==> config.mk <==
export PLATFORM = sky130hd
export DESIGN_NAME = mcurb_ptr
export DESIGN_NICKNAME = d
export VERILOG_FILES = /design/src/sv/mcurb_pkg.sv /design/src/sv/mcurb_ptr.sv
export SDC_FILE = /design/constraint.sdc
export NUM_CORES = 1
export LEC_CHECK = 0
export ABC_AREA = 1
export ABC_CLOCK_PERIOD_IN_PS = 9500
export BUFFER_PORTS_ARGS = -buffer_cell sky130_fd_sc_hd__buf_2
export CAP_MARGIN = 20
export CORE_MARGIN = 5
export CORE_UTILIZATION = 65
export CTS_CLUSTER_SIZE = 25
export DETAILED_ROUTE_END_ITERATION = 10
export GPL_TIMING_DRIVEN = 0
export PLACE_DENSITY = 0.83
export SKIP_CTS_REPAIR_TIMING = 1
export SYNTH_ARGS = -nofsm -noshare
export SYNTH_HDL_FRONTEND = slang
export SYNTH_SLANG_ARGS = --single-unit
==> constraint.sdc <==
create_clock -name clk -period 9.5 [get_ports clk]
set_input_delay 0.475 -clock clk [delete_from_list [all_inputs] [get_ports clk]]
set_output_delay 0.475 -clock clk [all_outputs]
set_load 0.05 [all_outputs]
==> src/sv/mcurb_pkg.sv <==
// Package: shared types and constants for the multi-channel serial ring buffers.
package mcurb_pkg;

	localparam int DEF_CHANNELS   = 8;
	localparam int DEF_RING_DEPTH = 256;

	localparam logic [7:0] EMPTY_RX_BYTE = 8'hEE;

	typedef enum logic [1:0] {
		MODE_TX_PUSH = 2'd0,
		MODE_TX_POP  = 2'd1,
		MODE_RX_PUSH = 2'd2,
		MODE_RX_POP  = 2'd3
	} mode_t;

	typedef struct packed {
		logic [1:0] mode;
		logic [2:0] channel;
		logic [7:0] data_in;
	} cmd_item_t;

	typedef struct packed {
		logic [7:0] data_out;
		logic       data_valid;
		logic [8:0] rx_fill;
		logic       tx_empty;
		logic       overflow;
	} rsp_item_t;

	typedef struct packed {
		logic wr;
		logic rd;
	} ring_req_t;

	typedef struct packed {
		logic       data_valid;
		logic       rd_rx;
		logic       rx_empty_pop;
		logic [8:0] rx_fill;
		logic       tx_empty;
		logic       overflow;
	} ring_status_t;

endpackage

==> src/sv/mcurb_ptr.sv <==
// Pointer file and push/pop decision for every channel's transmit and receive rings.
module mcurb_ptr #(
	parameter int CHANNELS   = mcurb_pkg::DEF_CHANNELS,
	parameter int RING_DEPTH = mcurb_pkg::DEF_RING_DEPTH,
	localparam int MW        = $clog2(CHANNELS * RING_DEPTH)
) (
	input  logic                    clk,
	input  logic                    arst_n,
	input  logic                    accept,
	input  mcurb_pkg::cmd_item_t    cmd,
	output mcurb_pkg::ring_req_t    tx_req,
	output mcurb_pkg::ring_req_t    rx_req,
	output logic [MW-1:0]           addr,
	output mcurb_pkg::ring_status_t status
);
	import mcurb_pkg::*;

	localparam int SPAN = 2 * RING_DEPTH;
	localparam int PW   = $clog2(SPAN);
	localparam int AW   = $clog2(RING_DEPTH);
	localparam int CHW  = (CHANNELS > 1) ? $clog2(CHANNELS) : 1;

	logic [PW-1:0] tx_head_q [CHANNELS];
	logic [PW-1:0] tx_tail_q [CHANNELS];
	logic [PW-1:0] rx_head_q [CHANNELS];
	logic [PW-1:0] rx_tail_q [CHANNELS];

	logic [CHW-1:0] ch_idx;
	logic           ch_ok;
	logic [PW-1:0]  tx_h, tx_t, rx_h, rx_t;
	logic [PW-1:0]  tx_h_n, tx_t_n, rx_h_n, rx_t_n;
	logic [MW-1:0]  base;
	logic [AW-1:0]  slot;
	mode_t          mode;

	function automatic logic [PW-1:0] ptr_inc(input logic [PW-1:0] p);
		return (p == PW'(SPAN - 1)) ? '0 : p + PW'(1);
	endfunction

	function automatic logic [PW-1:0] ptr_fill(input logic [PW-1:0] h,
		input logic [PW-1:0] t);
		return (h >= t) ? h - t : h + (PW'(SPAN) - t);
	endfunction

	function automatic logic [AW-1:0] ptr_slot(input logic [PW-1:0] p);
		return (p >= PW'(RING_DEPTH)) ? AW'(p - PW'(RING_DEPTH)) : AW'(p);
	endfunction

	assign mode   = mode_t'(cmd.mode);
	assign ch_idx = CHW'(cmd.channel);
	assign ch_ok  = int'(cmd.channel) < CHANNELS;
	assign tx_h   = tx_head_q[ch_idx];
	assign tx_t   = tx_tail_q[ch_idx];
	assign rx_h   = rx_head_q[ch_idx];
	assign rx_t   = rx_tail_q[ch_idx];
	assign base   = MW'(MW'(ch_idx) * MW'(RING_DEPTH));
	assign addr   = base + MW'(slot);

	always_comb begin
		tx_h_n = tx_h;
		tx_t_n = tx_t;
		rx_h_n = rx_h;
		rx_t_n = rx_t;
		slot   = ptr_slot(tx_h);
		tx_req = '0;
		rx_req = '0;
		status = '0;
		status.rd_rx = (mode == MODE_RX_POP);
		if (ch_ok) begin
			unique case (mode)
				MODE_TX_POP: begin
					slot = ptr_slot(tx_t);
					if (tx_h != tx_t) begin
						tx_t_n            = ptr_inc(tx_t);
						tx_req.rd         = accept;
						status.data_valid = 1'b1;
					end
				end
				MODE_RX_PUSH: begin
					slot = ptr_slot(rx_h);
					if (ptr_fill(rx_h, rx_t) == PW'(RING_DEPTH)) begin
						status.overflow = 1'b1;
					end else begin
						rx_h_n    = ptr_inc(rx_h);
						rx_req.wr = accept;
					end
				end
				MODE_RX_POP: begin
					slot = ptr_slot(rx_t);
					if (rx_h != rx_t) begin
						rx_t_n            = ptr_inc(rx_t);
						rx_req.rd         = accept;
						status.data_valid = 1'b1;
					end else begin
						status.rx_empty_pop = 1'b1;
					end
				end
				default: begin
					if (ptr_fill(tx_h, tx_t) == PW'(RING_DEPTH)) begin
						status.overflow = 1'b1;
					end else begin
						tx_h_n    = ptr_inc(tx_h);
						tx_req.wr = accept;
					end
				end
			endcase
			status.rx_fill  = 9'(ptr_fill(rx_h_n, rx_t_n));
			status.tx_empty = (tx_h_n == tx_t_n);
		end else begin
			status.tx_empty = 1'b1;
		end
	end

	always_ff @(posedge clk or negedge arst_n) begin
		if (!arst_n) begin
			for (int i = 0; i < CHANNELS; i++) begin
				tx_head_q[i] <= '0;
				tx_tail_q[i] <= '0;
				rx_head_q[i] <= '0;
				rx_tail_q[i] <= '0;
			end
		end else if (accept && ch_ok) begin
			tx_head_q[ch_idx] <= tx_h_n;
			tx_tail_q[ch_idx] <= tx_t_n;
			rx_head_q[ch_idx] <= rx_h_n;
			rx_tail_q[ch_idx] <= rx_t_n;
		end
	end

endmodule

==> flow_metrics.py <==
metrics = {
    "outcome": {
        "status": "complete, no violations",
    },
    "critical_path": {
        "cp_num_buf_inv": 9,
        "cp_max_fo": 10,
        "critPathMaxStageDelay_ps": 830,
        "worst_path_most_repeated_cell": "nor2_1",
        "critPathCaptureType": "primary output",
        "crit_path_top_delay_cell": "nor4_1",
        "critPathTopFamily": "simple AND/OR/NAND/NOR gates",
        "startpoint_type": "input port",
        "worstPathArrival_ps": 7760,
        "crit_required_ps": 9030,
        "path_class": "input port to primary output",
    },
    "yosys": {
        "async_flop_share_pct": 100,
        "synth_nets": 2223,
        "yosysTopAreaCell": "dfrtp_1",
        "ys_types": 52,
        "synth_top_flop_cell": "dfrtp_1",
        "avgSynthCellArea_sq_um": 7.35,
        "synth_edf_count": 0,
        "synth_area_leaders": "dfrtp_1, nand2_1, o21ai_0",
        "netlist_instances": 2170,
        "yosysWarnings": 0,
        "synth_area_sq_um": 15900,
        "ys_seq_area_share_pct": 45.2,
        "ys_ff_latch": 288,
        "synth.top_cell.area_share_pct": 45.2,
    },
    "routing": {
        "routed_via_density": 6.29,
        "dr.pass1.iters": 8,
        "wl_per_cell_um": 22.4,
        "ant_nets": 0,
        "dr.first_iter.drc_count": 2496,
        "wl_mm": 57.9,
        "wl_met2_mm": 24.9,
        "drc": 0,
        "dr_total_vias": 16259,
        "met3_length_mm": 8.69,
        "met1Wirelength_mm": 20.9,
        "dr.max_layer_used": "met4",
    },
    "layout": {
        "antenna-diode-count": 0,
        "final_common_cell": "nand2_1",
        "num-nets-final": 2292,
        "area_growth_pct": 10.1,
        "fin_cells": 2583,
        "fin_util_pct": 72.4,
        "layout_common_cells": "nand2_1, o21ai_0, dfrtp_1",
        "drive_gt1_share_pct": 7.88,
    },
    "floorplanning": {
        "rows": 57,
        "boundaryPins": 45,
        "die_x_um": 167,
        "initial_utilization_pct": 65.8,
        "core_area_sq_um": 24200,
        "die_area_sq_um": 27800,
        "die_h_um": 167,
    },
    "place": {
        "port_buffers": 35,
        "routabilityCongestion": 0.997,
        "dp.cells": 2531,
        "dpl.hpwl_mm": 39.7,
    },
    "timing": {
        "final.setup.tns_ps": 0,
        "hold_viol_final": 0,
        "slew_viol_final": 0,
        "tightestPinTransition_ps": 1180,
        "slew_headroom_pct": 21.1,
        "rsz0062_at_grt": "no",
        "fmax_ghz": 0.121,
        "post-route-min-period_ps": 8240,
        "worst_clock_skew_ps": 19.0,
        "finalSetupViolCount": 0,
        "fin_crit_sh_pct": 86.7,
    },
    "grt": {
        "grt_overflow": 0,
        "grt.total_usage_pct": 40.7,
        "grt_pass1_vias": 15398,
        "grt_max_degree": 113,
        "grt_first_pass_wirelength_mm": 88.4,
        "antenna_found_initial": 0,
    },
    "power_and_ir_drop": {
        "p_per_area_nw_per_um2": 243,
        "power.leakage_uw": 0.00893,
        "peakVddDrop_mv": 0.189,
    },
    "clock_network": {
        "clockBufferDepth": 3,
        "numCtsBuffers": 29,
        "htree_levels": 1,
        "cts.reportedPaths.clkPinSlew_ps": 70,
        "cts_tree": "done",
        "clockRootBuffer": "clkbuf_16",
        "clkSinkCount": 288,
        "clk_latency_ps": 560,
    },
    "flow_run": {
        "maxCapViolations": 0,
    },
    "hold_path": {
        "hold_class": "input port to asynchronous set/reset pin",
    },
}
[per-layer routing]
metal  track usage (%)  up-vias
met5                 0        -
li1                  -     7115
met3              12.9      287
met4              18.7        0
met1              54.4     7631
met2              61.1     1226
[cell usage after synthesis, types with 4 or more instances]
library cell	n
buf_4	17
nand2_2	21
nand4_1	23
nand2_1	723
or2_2	5
nor2_1	182
o211ai_1	21
nand3_1	151
a21oi_1	21
dfrtp_1	288
nor4_1	4
buf_6	4
ha_1	34
o21ai_1	23
o22ai_1	12
xor2_1	9
inv_2	8
o21ai_0	291
clkbuf_1	64
nor2_2	5
nand3_2	5
inv_1	185
buf_2	18
xnor2_1	4
nor3_1	5
[registers in the layout, indices dropped and copies added (netlist names)]
register,count
tx_head_q,72
rx_head_q,72
rx_tail_q,72
tx_tail_q,72
[cells by family (layout without fill, tap and decap cells)]
family          Yosys count  count (layout)  synth area share, %
simple gates           1140            1140                 29.8
flops                   288             288                 45.2
compound gates          389             389                 13.1
buf+inv                 301             390                 7.82
xor+xnor                 15              15                 1.06
fa+ha+maj                37              37                 3.04
[area by class of cell]
| type | count | area [sq um] |
|---|---|---|
| multi-input cells | 1581 | 7490 |
| flip-flops and latches | 288 | 7210 |
| fillers | 1977 | 6700 |
| clock buffers | 43 | 828 |
| inverters | 196 | 736 |
| plain buffers | 105 | 512 |
| well taps | 324 | 405 |
| repair buffers | 38 | 250 |
| clock inverters | 8 | 119 |
[where the power goes]
group	total (uW)	internal, uW	switching [uW]
logic	1400	409	990
registers	1690	1530	164
clock network	1170	681	490
[path summary, 6_finish.rpt]
check / from / end / slack [ps] / depth (start not counted)
setup / recovery: cmd[8] / status[10] / 1260 / 34
hold / removal: arst_n / rx_head_q[58]$_DFFE_PN0P_ / 480 / 2
setup reg to reg: rx_tail_q[27]$_DFFE_PN0P_ / rx_head_q[9]$_DFFE_PN0P_ / 5020 / 17
hold reg to reg: rx_tail_q[7]$_DFFE_PN0P_ / rx_tail_q[7]$_DFFE_PN0P_ / 480 / 2
max in group asynchronous: arst_n / tx_tail_q[11]$_DFFE_PN0P_ / 8030 / 3
min in group clk: rx_tail_q[7]$_DFFE_PN0P_ / rx_tail_q[7]$_DFFE_PN0P_ / 480 / 2
[through the flow]
step	hold slack (ps)	instance area (sq um)	power, uW	worst slack, ps
final	476	17500	4260	1260
after global routing	485	17500	4470	967
after CTS	-96.3	17500	4200	1570
after detailed placement	460	16600	3040	1590
after global placement	456	16500	2990	1760
after floorplan	179	15900	2650	3330
[worst register-to-register path: stages (launching register included)]
cell and delay (ps):
dfrtp_1 380, inv_1 60, nand2_1 50, nand3_1 130
nand2_1 110, nor4_1 830, inv_1 240, ha_1 290
fa_1 440, nor2_1 120, nor2_1 80, o31ai_1 530
xor2_4 330, nand3_4 200, nand2_1 100, nand2_1 60
nand2_2 280, o21ai_1 110
Note: power is estimated with default switching activity, not from simulation.
